<file path="src/rtl/core/mml_pkg.sv">
// ----------------------------------------------------------------------------
// mml_pkg: shared types and constants for the Mueller-Muller timing loop
// Word layouts, register map, sequencer states and fixed-point limits.
// ----------------------------------------------------------------------------
package mml_pkg;

  localparam int SAMPLE_WIDTH     = 16;
  localparam int SAMPLE_FRAC      = SAMPLE_WIDTH - 2;
  localparam int FRAC_BITS        = 32;
  localparam int OMEGA_WIDTH      = 40;
  localparam int OMEGA_INIT_WIDTH = 39;
  localparam int MU_WIDTH         = 48;
  localparam int GAIN_WIDTH       = 32;
  localparam int LEVEL_WIDTH      = 16;
  localparam int ERR_WIDTH        = 16;

  localparam int CFG_INDEX_WIDTH  = 3;
  localparam int CFG_DATA_WIDTH   = 39;

  // shared multiplier: difference or error times history value or gain
  localparam int MUL_A_WIDTH      = SAMPLE_WIDTH + 1;
  localparam int MUL_B_WIDTH      = GAIN_WIDTH + 1;
  localparam int PROD_WIDTH       = MUL_A_WIDTH + MUL_B_WIDTH;
  localparam int ACC_WIDTH        = 36;
  localparam int DELTA_WIDTH      = PROD_WIDTH - SAMPLE_FRAC;

  localparam logic signed [ACC_WIDTH-1:0]   ERR_ONE   = 36'sd268435456;
  localparam logic signed [OMEGA_WIDTH-1:0] OMEGA_MAX = 40'sh7F_FFFF_FFFF;
  localparam logic signed [OMEGA_WIDTH-1:0] OMEGA_MIN = 40'sh80_0000_0000;
  localparam logic signed [MU_WIDTH-1:0]    MU_MAX    = 48'sh7FFF_FFFF_FFFF;
  localparam logic signed [MU_WIDTH-1:0]    MU_MIN    = 48'sh8000_0000_0000;
  localparam logic signed [MU_WIDTH-1:0]    MU_HALF   = 48'sd2147483648;

  localparam logic [OMEGA_INIT_WIDTH-1:0]   OMEGA_INIT_RST = 39'd4294967296;
  localparam logic [GAIN_WIDTH-1:0]         GAIN_MU_RST    = 32'd42949673;
  localparam logic [GAIN_WIDTH-1:0]         GAIN_OMEGA_RST = 32'd107374;
  localparam logic signed [LEVEL_WIDTH-1:0] LEVEL_NEG_RST  = -16'sd16384;
  localparam logic signed [LEVEL_WIDTH-1:0] LEVEL_POS_RST  = 16'sd16384;

  typedef enum logic [CFG_INDEX_WIDTH-1:0] {
    REG_OMEGA_INIT   = 3'd0,
    REG_GAIN_MU      = 3'd1,
    REG_GAIN_OMEGA   = 3'd2,
    REG_SLICE_NEG_RE = 3'd3,
    REG_SLICE_NEG_IM = 3'd4,
    REG_SLICE_POS_RE = 3'd5,
    REG_SLICE_POS_IM = 3'd6
  } cfg_reg_t;

  typedef enum logic [2:0] {
    ST_IDLE,
    ST_MUL0,
    ST_MUL1,
    ST_MUL2,
    ST_MUL3,
    ST_ERR,
    ST_GAIN_OMEGA,
    ST_GAIN_MU
  } state_t;

  typedef struct packed {
    logic                           kind;
    logic signed [SAMPLE_WIDTH-1:0] sample_re;
    logic signed [SAMPLE_WIDTH-1:0] sample_im;
    logic signed [SAMPLE_WIDTH-1:0] decision_re;
    logic signed [SAMPLE_WIDTH-1:0] decision_im;
  } sample_word_t;

  typedef struct packed {
    logic signed [MU_WIDTH-1:0]    phase_mu;
    logic signed [OMEGA_WIDTH-1:0] period_omega;
    logic signed [ERR_WIDTH-1:0]   timing_error;
  } result_word_t;

endpackage

</file>
<file path="src/rtl/core/mueller_muller_timing_loop.sv">
// ----------------------------------------------------------------------------
// mueller_muller_timing_loop: complex Mueller-Muller symbol timing loop
// Slices or takes a decision, forms the clamped timing error and updates the
// period (omega) and phase (mu) accumulators through one shared multiplier.
// ----------------------------------------------------------------------------
// Each accepted sample word passes MUL0-MUL3, ERR, GAIN_OMEGA and GAIN_MU before
// its result word is registered; a new word is taken only in IDLE. A single 17x33
// multiplier is used six times per word (four error products, two gain products).
// A result waiting at the output holds the sequencer in its last step only.
// Reset (rst, synchronous): configuration registers to defaults, histories zero, omega
// from omega_init, mu at 0.5. No clearing pass.
module mueller_muller_timing_loop (
  input  logic                                   clk,
  input  logic                                   rst,
  input  logic                                   sample_valid,
  output logic                                   sample_stall,
  input  mml_pkg::sample_word_t                  sample,
  output logic                                   result_valid,
  input  logic                                   result_stall,
  output mml_pkg::result_word_t                  result,
  input  logic                                   cfg_valid,
  output logic                                   cfg_ready,
  input  logic [mml_pkg::CFG_INDEX_WIDTH-1:0]    cfg_index,
  input  logic [mml_pkg::CFG_DATA_WIDTH-1:0]     cfg_data
);

  localparam int SW = mml_pkg::SAMPLE_WIDTH;
  localparam int OW = mml_pkg::OMEGA_WIDTH;
  localparam int MW = mml_pkg::MU_WIDTH;
  localparam int AW = mml_pkg::ACC_WIDTH;
  localparam int DW = mml_pkg::DELTA_WIDTH;
  localparam int SF = mml_pkg::SAMPLE_FRAC;

  // configuration
  logic [mml_pkg::OMEGA_INIT_WIDTH-1:0] omega_init;
  logic [mml_pkg::GAIN_WIDTH-1:0]       gain_mu;
  logic [mml_pkg::GAIN_WIDTH-1:0]       gain_omega;
  logic signed [SW-1:0]                 slice_neg_re;
  logic signed [SW-1:0]                 slice_neg_im;
  logic signed [SW-1:0]                 slice_pos_re;
  logic signed [SW-1:0]                 slice_pos_im;

  // loop state
  logic signed [SW-1:0] sample_hist_re [2];
  logic signed [SW-1:0] sample_hist_im [2];
  logic signed [SW-1:0] decision_hist_re [2];
  logic signed [SW-1:0] decision_hist_im [2];
  logic signed [OW-1:0] omega_acc;
  logic signed [MW-1:0] mu_acc;

  // current word
  logic signed [SW-1:0] cur_re;
  logic signed [SW-1:0] cur_im;
  logic signed [SW-1:0] dec_re;
  logic signed [SW-1:0] dec_im;
  logic signed [AW-1:0] err_acc;
  logic signed [mml_pkg::ERR_WIDTH-1:0] err;

  mml_pkg::state_t state;
  mml_pkg::state_t state_next;

  logic accept;
  logic commit;
  logic cfg_write;

  logic signed [mml_pkg::MUL_A_WIDTH-1:0] mul_a;
  logic signed [mml_pkg::MUL_B_WIDTH-1:0] mul_b;
  logic signed [mml_pkg::PROD_WIDTH-1:0]  product;
  logic signed [AW-1:0]                   prod_acc;
  logic signed [DW-1:0]                   gain_delta;
  logic signed [AW-1:0]                   err_clamped;
  logic signed [OW+1:0]                   omega_sum;
  logic signed [OW-1:0]                   omega_sat;
  logic signed [MW+1:0]                   mu_sum;
  logic signed [MW-1:0]                   mu_sat;
  logic signed [SW-1:0]                   slice_re;
  logic signed [SW-1:0]                   slice_im;

  // ---------------------------------------------------------------- sequencer
  always_ff @(posedge clk) begin
    if (rst) begin
      state <= mml_pkg::ST_IDLE;
    end else begin
      state <= state_next;
    end
  end

  always_comb begin
    state_next   = state;
    sample_stall = 1'b1;
    cfg_ready    = 1'b0;
    commit       = 1'b0;
    case (state)
      mml_pkg::ST_IDLE: begin
        sample_stall = 1'b0;
        cfg_ready    = 1'b1;
        if (sample_valid) begin
          state_next = mml_pkg::ST_MUL0;
        end
      end
      mml_pkg::ST_MUL0:       state_next = mml_pkg::ST_MUL1;
      mml_pkg::ST_MUL1:       state_next = mml_pkg::ST_MUL2;
      mml_pkg::ST_MUL2:       state_next = mml_pkg::ST_MUL3;
      mml_pkg::ST_MUL3:       state_next = mml_pkg::ST_ERR;
      mml_pkg::ST_ERR:        state_next = mml_pkg::ST_GAIN_OMEGA;
      mml_pkg::ST_GAIN_OMEGA: state_next = mml_pkg::ST_GAIN_MU;
      mml_pkg::ST_GAIN_MU: begin
        // previous result word still waiting: hold before touching mu
        if (!(result_valid && result_stall)) begin
          commit     = 1'b1;
          state_next = mml_pkg::ST_IDLE;
        end
      end
      default: state_next = mml_pkg::ST_IDLE;
    endcase
  end

  assign accept    = sample_valid && !sample_stall;
  assign cfg_write = cfg_valid && cfg_ready;

  // ---------------------------------------------------------------- slicer
  assign slice_re = sample.kind ? sample.decision_re :
                    (sample.sample_re > 16'sd0) ? slice_pos_re : slice_neg_re;
  assign slice_im = sample.kind ? sample.decision_im :
                    (sample.sample_im > 16'sd0) ? slice_pos_im : slice_neg_im;

  // ---------------------------------------------------------------- shared multiplier
  always_comb begin
    mul_a = '0;
    mul_b = '0;
    case (state)
      mml_pkg::ST_MUL0: begin
        mul_a = {cur_re[SW-1], cur_re} - {sample_hist_re[1][SW-1], sample_hist_re[1]};
        mul_b = {{(mml_pkg::MUL_B_WIDTH-SW){decision_hist_re[0][SW-1]}}, decision_hist_re[0]};
      end
      mml_pkg::ST_MUL1: begin
        mul_a = {cur_im[SW-1], cur_im} - {sample_hist_im[1][SW-1], sample_hist_im[1]};
        mul_b = {{(mml_pkg::MUL_B_WIDTH-SW){decision_hist_im[0][SW-1]}}, decision_hist_im[0]};
      end
      mml_pkg::ST_MUL2: begin
        mul_a = {dec_re[SW-1], dec_re} - {decision_hist_re[1][SW-1], decision_hist_re[1]};
        mul_b = {{(mml_pkg::MUL_B_WIDTH-SW){sample_hist_re[0][SW-1]}}, sample_hist_re[0]};
      end
      mml_pkg::ST_MUL3: begin
        mul_a = {dec_im[SW-1], dec_im} - {decision_hist_im[1][SW-1], decision_hist_im[1]};
        mul_b = {{(mml_pkg::MUL_B_WIDTH-SW){sample_hist_im[0][SW-1]}}, sample_hist_im[0]};
      end
      mml_pkg::ST_GAIN_OMEGA: begin
        mul_a = {err[mml_pkg::ERR_WIDTH-1], err};
        mul_b = {1'b0, gain_omega};
      end
      mml_pkg::ST_GAIN_MU: begin
        mul_a = {err[mml_pkg::ERR_WIDTH-1], err};
        mul_b = {1'b0, gain_mu};
      end
      default: begin
        mul_a = '0;
        mul_b = '0;
      end
    endcase
  end

  assign product    = mul_a * mul_b;
  assign prod_acc   = product[AW-1:0];
  // arithmetic shift right = round toward minus infinity
  assign gain_delta = product[mml_pkg::PROD_WIDTH-1:SF];

  // error clamp to +-1.0 in Q8.28
  always_comb begin
    if (err_acc > mml_pkg::ERR_ONE) begin
      err_clamped = mml_pkg::ERR_ONE;
    end else if (err_acc < -mml_pkg::ERR_ONE) begin
      err_clamped = -mml_pkg::ERR_ONE;
    end else begin
      err_clamped = err_acc;
    end
  end

  // omega and mu updates with saturation
  assign omega_sum = {{2{omega_acc[OW-1]}}, omega_acc}
                   + {{(OW+2-DW){gain_delta[DW-1]}}, gain_delta};

  always_comb begin
    if (omega_sum > $signed({{2{mml_pkg::OMEGA_MAX[OW-1]}}, mml_pkg::OMEGA_MAX})) begin
      omega_sat = mml_pkg::OMEGA_MAX;
    end else if (omega_sum < $signed({{2{mml_pkg::OMEGA_MIN[OW-1]}}, mml_pkg::OMEGA_MIN})) begin
      omega_sat = mml_pkg::OMEGA_MIN;
    end else begin
      omega_sat = omega_sum[OW-1:0];
    end
  end

  assign mu_sum = {{2{mu_acc[MW-1]}}, mu_acc}
                + {{(MW+2-OW){omega_acc[OW-1]}}, omega_acc}
                + {{(MW+2-DW){gain_delta[DW-1]}}, gain_delta};

  always_comb begin
    if (mu_sum > $signed({{2{mml_pkg::MU_MAX[MW-1]}}, mml_pkg::MU_MAX})) begin
      mu_sat = mml_pkg::MU_MAX;
    end else if (mu_sum < $signed({{2{mml_pkg::MU_MIN[MW-1]}}, mml_pkg::MU_MIN})) begin
      mu_sat = mml_pkg::MU_MIN;
    end else begin
      mu_sat = mu_sum[MW-1:0];
    end
  end

  // ---------------------------------------------------------------- datapath
  always_ff @(posedge clk) begin
    if (accept) begin
      cur_re <= sample.sample_re;
      cur_im <= sample.sample_im;
      dec_re <= slice_re;
      dec_im <= slice_im;
    end
    case (state)
      mml_pkg::ST_MUL0: err_acc <= prod_acc;
      mml_pkg::ST_MUL1: err_acc <= err_acc + prod_acc;
      mml_pkg::ST_MUL2: err_acc <= err_acc - prod_acc;
      mml_pkg::ST_MUL3: err_acc <= err_acc - prod_acc;
      mml_pkg::ST_ERR:  err     <= err_clamped[SF+mml_pkg::ERR_WIDTH-1:SF];
      default: ;
    endcase
  end

  // configuration registers and loop state
  always_ff @(posedge clk) begin
    if (rst) begin
      omega_init   <= mml_pkg::OMEGA_INIT_RST;
      gain_mu      <= mml_pkg::GAIN_MU_RST;
      gain_omega   <= mml_pkg::GAIN_OMEGA_RST;
      slice_neg_re <= mml_pkg::LEVEL_NEG_RST;
      slice_neg_im <= mml_pkg::LEVEL_NEG_RST;
      slice_pos_re <= mml_pkg::LEVEL_POS_RST;
      slice_pos_im <= mml_pkg::LEVEL_POS_RST;
      omega_acc    <= {1'b0, mml_pkg::OMEGA_INIT_RST};
      mu_acc       <= mml_pkg::MU_HALF;
      for (int i = 0; i < 2; i++) begin
        sample_hist_re[i]   <= '0;
        sample_hist_im[i]   <= '0;
        decision_hist_re[i] <= '0;
        decision_hist_im[i] <= '0;
      end
    end else if (cfg_write) begin
      case (mml_pkg::cfg_reg_t'(cfg_index))
        mml_pkg::REG_OMEGA_INIT: begin
          // reload restarts the loop
          omega_init <= cfg_data[mml_pkg::OMEGA_INIT_WIDTH-1:0];
          omega_acc  <= {1'b0, cfg_data[mml_pkg::OMEGA_INIT_WIDTH-1:0]};
          mu_acc     <= mml_pkg::MU_HALF;
          for (int i = 0; i < 2; i++) begin
            sample_hist_re[i]   <= '0;
            sample_hist_im[i]   <= '0;
            decision_hist_re[i] <= '0;
            decision_hist_im[i] <= '0;
          end
        end
        mml_pkg::REG_GAIN_MU:      gain_mu      <= cfg_data[mml_pkg::GAIN_WIDTH-1:0];
        mml_pkg::REG_GAIN_OMEGA:   gain_omega   <= cfg_data[mml_pkg::GAIN_WIDTH-1:0];
        mml_pkg::REG_SLICE_NEG_RE: slice_neg_re <= cfg_data[SW-1:0];
        mml_pkg::REG_SLICE_NEG_IM: slice_neg_im <= cfg_data[SW-1:0];
        mml_pkg::REG_SLICE_POS_RE: slice_pos_re <= cfg_data[SW-1:0];
        mml_pkg::REG_SLICE_POS_IM: slice_pos_im <= cfg_data[SW-1:0];
        default: ;
      endcase
    end else begin
      if (state == mml_pkg::ST_GAIN_OMEGA) begin
        omega_acc <= omega_sat;
      end
      if (commit) begin
        mu_acc              <= mu_sat;
        sample_hist_re[1]   <= sample_hist_re[0];
        sample_hist_im[1]   <= sample_hist_im[0];
        sample_hist_re[0]   <= cur_re;
        sample_hist_im[0]   <= cur_im;
        decision_hist_re[1] <= decision_hist_re[0];
        decision_hist_im[1] <= decision_hist_im[0];
        decision_hist_re[0] <= dec_re;
        decision_hist_im[0] <= dec_im;
      end
    end
  end

  // ---------------------------------------------------------------- output word
  always_ff @(posedge clk) begin
    if (rst) begin
      result_valid <= 1'b0;
    end else if (commit) begin
      result_valid <= 1'b1;
    end else if (!result_stall) begin
      result_valid <= 1'b0;
    end
  end

  always_ff @(posedge clk) begin
    if (commit) begin
      result.phase_mu     <= mu_sat;
      result.period_omega <= omega_acc;
      result.timing_error <= err;
    end
  end

endmodule
</file>
<file path="config.mk">
export PLATFORM = sky130hd
export DESIGN_NAME = mueller_muller_timing_loop
export DESIGN_NICKNAME = d
export VERILOG_FILES = /design/src/rtl/core/mml_pkg.sv /design/src/rtl/core/mueller_muller_timing_loop.sv
export SDC_FILE = /design/constraint.sdc
export NUM_CORES = 2
export LEC_CHECK = 0
export BUFFER_PORTS_ARGS = -buffer_cell sky130_fd_sc_hd__buf_2
export CORE_MARGIN = 4
export CORE_UTILIZATION = 35
export DETAILED_ROUTE_END_ITERATION = 7
export GPL_ROUTABILITY_DRIVEN = 0
export HOLD_SLACK_MARGIN = 0.08
export SYNTH_ARGS = -nofsm -noshare
export SYNTH_HDL_FRONTEND = slang
export SYNTH_SLANG_ARGS = --single-unit
</file>
<file path="constraint.sdc">
create_clock -name clk -period 33.9 [get_ports clk]
set_input_delay 0 -clock clk [delete_from_list [all_inputs] [get_ports clk]]
set_output_delay 0 -clock clk [all_outputs]
set_load 0.05 [all_outputs]
</file>
==> summary.txt <==
Placed design
  – Setup WS pre-CTS: between 15 and 20 ns
  – Post-detail-place hpwl: between 100000 and 150000 um
  – IO Port Bufs: around 220

Setup path
  – R2R Path Start: decision_hist_re[0][17]$_SDFFCE_PN0P_
  – Most frequent cell on the critical path: fa_1
  – Worst Path Max Fanout: between 60 and 70
  – Top Family by Delay on Critical Path: compound AO/OA/AOI/OAI gates
  – CP startpoint kind: flop
  – CP endpoint kind: flop
  – Setup CP Type: flop to flop
  – Setup crit start: decision_hist_re[0][17]$_SDFFCE_PN0P_
  – Worst path required time: 34.26 ns
  – Critical-path top delay cell: a221oi_2
  – Crit path buffers/inverters: 7
  – CP arrival: ~16 ns
  – Crit path largest cell delay: slightly below 1 ns

Route
  – Met2 routed WL: about 80000 um
  – DR vias: 44343
  – Routed Antenna Nets: 0
  – Routed wl met3: between 15000 and 20000 um
  – # DRC: 0
  – Top routing layer used: met5
  – WL final: between 150000 and 200000 um
  – DRT iter0 DRCs: 4010
  – Wirelength per Cell: 21.9 um
  – Met1 WL: about 74000 um
  – Average vias per placed instance: between 5 and 6
  – First-pass DRT Iterations: 7

Global routing
  – Overflow after GRT: 0
  – GRT Total Usage: a little under a quarter
  – Initial antenna violation count: 5
  – Number of global-route vias before repair: about 45000
  – Largest net degree at the start of global routing: 122
  – First-pass GRT wire length: ~270000 um

CTS
  – Hold-fix buffers, CTS: 157
  – Clk slew on worst S/H paths: 0.06 ns
  – Latest clock arrival within the worst-skew pair: just under 0.7 ns
  – Sink Count: 568
  – Post-CTS setup buffer count: 0
  – Cts repair resizes: 0
  – TritonCTS Buffers: 67
  – CTS max path bufs: 3
  – TritonCTS clock tree: done
  – CTS H-tree lvls: 3
  – Clock root buffer: clkbuf_16

Synth
  – Syn_nets: roughly 6900
  – Post-synth EDFFs: 348
  – Post-synthesis register bit count: 568
  – Mapped Cells: ~5900
  – Netlist cell types: slightly above 90
  – Mapped Area: 53600 um2
  – Async set-reset flop share out of synthesis: 0%
  – Ys flop type: edfxtp_1
  – Syn_area_per_cell: just over 9 um2
  – YS warnings: 0
  – Sequential share of the synthesized area: between 20 and 30%

STA
  – Slew @ Worst Pin: 1.33 ns
  – Final min period: 15.34 ns
  – Setup Viol. Count Final: 0
  – Hold Vio Cnt, Final: 0
  – Final WS setup: about 19 ns
  – Final max-slew violation count: 0
  – F_max: between 60 and 70 MHz
  – TNS Setup: 0 ns
  – Clock skew: around 0.035 ns
  – Max-slew headroom: 11.4%
  – RSZ-0062 raised after global routing: false
  – Final clock period utilization by the worst path: a little under half

Job
  – Max-cap viol count: 0

Min path
  – Min-delay worst type: primary input to flop
  – Worst hold path startpoint: sample[64]

Finish
  – Commonest non-fill, non-tap cell in the layout: inv_1
  – Layout Nets: 7106
  – Most frequent cells in the layout: inv_1, nand2_1, fa_1
  – Filler instances: about 15000
  – Layout cell share with drive strength beyond 1: about 8.9%
  – Area delta synth->final: 13.5%

Die
  – Die area: roughly 160000 um2
  – Std-Cell Rows: between 100 and 150
  – Chip Height: 399 um
  – Initial Util: a little over a third
  – Top Ports: roughly 220
  – Chip width: 399 um
  – Core box area: roughly 150000 um2

Power
  – Total power: slightly above 5000 uW
  – Peak supply drop: a little over 80 uV
  – Static Leak: between 0.02 and 0.03 uW
  – Power Density: between 80 and 90 nW/um2

Status
  – Status: complete, no violations
[metrics by stage]
stage / instance area (um2) / utilization, % / instances / hold WS, ns
2_1_floorplan: 53600 / - / 5861 / 0.0989
3_3_place_gp: 57000 / 37.4 / 7902 / 0.194
3_5_place_dp: 57000 / 37.4 / 7902 / 0.196
4_1_cts: 60800 / 40.0 / 8183 / 0.0821
5_1_grt: 60800 / 40.0 / 8183 / 0.164
6_report: 60800 / 40.0 / 8187 / 0.165
[power by group]
group	leakage (uW)	switching, uW	internal, uW	total (uW)
logic	0.0203	2210	1200	3410
clock network	0.00112	328	442	770
registers	0.00515	44.3	858	902
total	0.0266	2590	2500	5090
[flip-flops by register name, summed over array words and instances, names as in the netlist, 32 cells and up]
register and cells:
mu_acc 48, err_acc 36, sample_hist_im 32, sample_hist_re 32, omega_acc 40, gain_mu 32, result 104, gain_omega 32
decision_hist_re 32, decision_hist_im 32
[synth_stat cells (all sizes together) (19+ instances only)]
library cell  instances  area share, %
nor2b                55           0.64
o21bai               22           0.31
nand3b               40           0.56
nor3                 69           0.64
dfxtp               220            8.2
a211oi               34           0.49
o31ai                24           0.37
nand3                57           0.54
a22oi                35           0.49
o21a                 41           0.57
o211ai               20           0.29
clkbuf              259            1.8
nand2b               57           0.68
a21oi               335            3.1
o21ai               263            2.5
nor2                435            3.0
a21o                121            1.7
nor4                 26           0.35
a221oi               54           0.91
inv                 824            5.8
xnor2               162            2.6
nand2               789            5.5
xor2                 66            1.1
edfxtp              348             19
buf                  36           0.39
a31oi                49           0.57
and2                158            1.8
fa                  592             22
o221ai               51            1.3
and3                 31           0.36
nand4                33           0.39
mux2i                45           0.84
a221o                29           0.54
or2                  19           0.22
ha                  304            7.1
[layout make-up]
| class | instances | area, um2 | area share (%) |
|---|---|---|---|
| Sequential cell | 568 | 14900 | 24.4 |
| Antenna cell | 4 | 10.0 | 0.0165 |
| Clock inverter | 38 | 470 | 0.773 |
| Tap cell | 2030 | 2540 | 4.18 |
| Timing Repair Buffer | 463 | 3330 | 5.47 |
| Inverter | 824 | 3100 | 5.09 |
| Clock buffer | 86 | 1830 | 3.01 |
| Multi-Input combinational cell | 4174 | 34700 | 57.0 |
[metal layers]
metal	vias up	track usage, %
li1	20017	-
met1	22094	30.3
met2	1860	35.6
met3	368	3.95
met4	4	10.1
met5	-	0
[path summary, 6_finish.rpt]
path	cells after the start	endpoint	slack [ns]
worst max-delay path	52	result[78]$_DFFE_PP_	18.56
worst min-delay path	2	dec_re[8]$_DFFE_PP_	0.16
worst max register to register	52	result[78]$_DFFE_PP_	18.56
worst min register to register	2	slice_neg_im[2]$_SDFFE_PP0P_	0.45
[kinds of logic after synthesis]
| family | count (synthesis) | synth area share, % |
|---|---|---|
| XOR/XNOR | 228 | 3.73 |
| multiplexers | 53 | 1.03 |
| buffers and inverters | 1119 | 7.97 |
| AND/OR/NAND/NOR | 1812 | 15.4 |
| adder cells (fa/ha/maj) | 896 | 29.2 |
| flip-flops | 568 | 27.7 |
| AO/OA/AOI/OAI | 1185 | 14.9 |
Note: power is estimated with default switching activity, not from simulation.
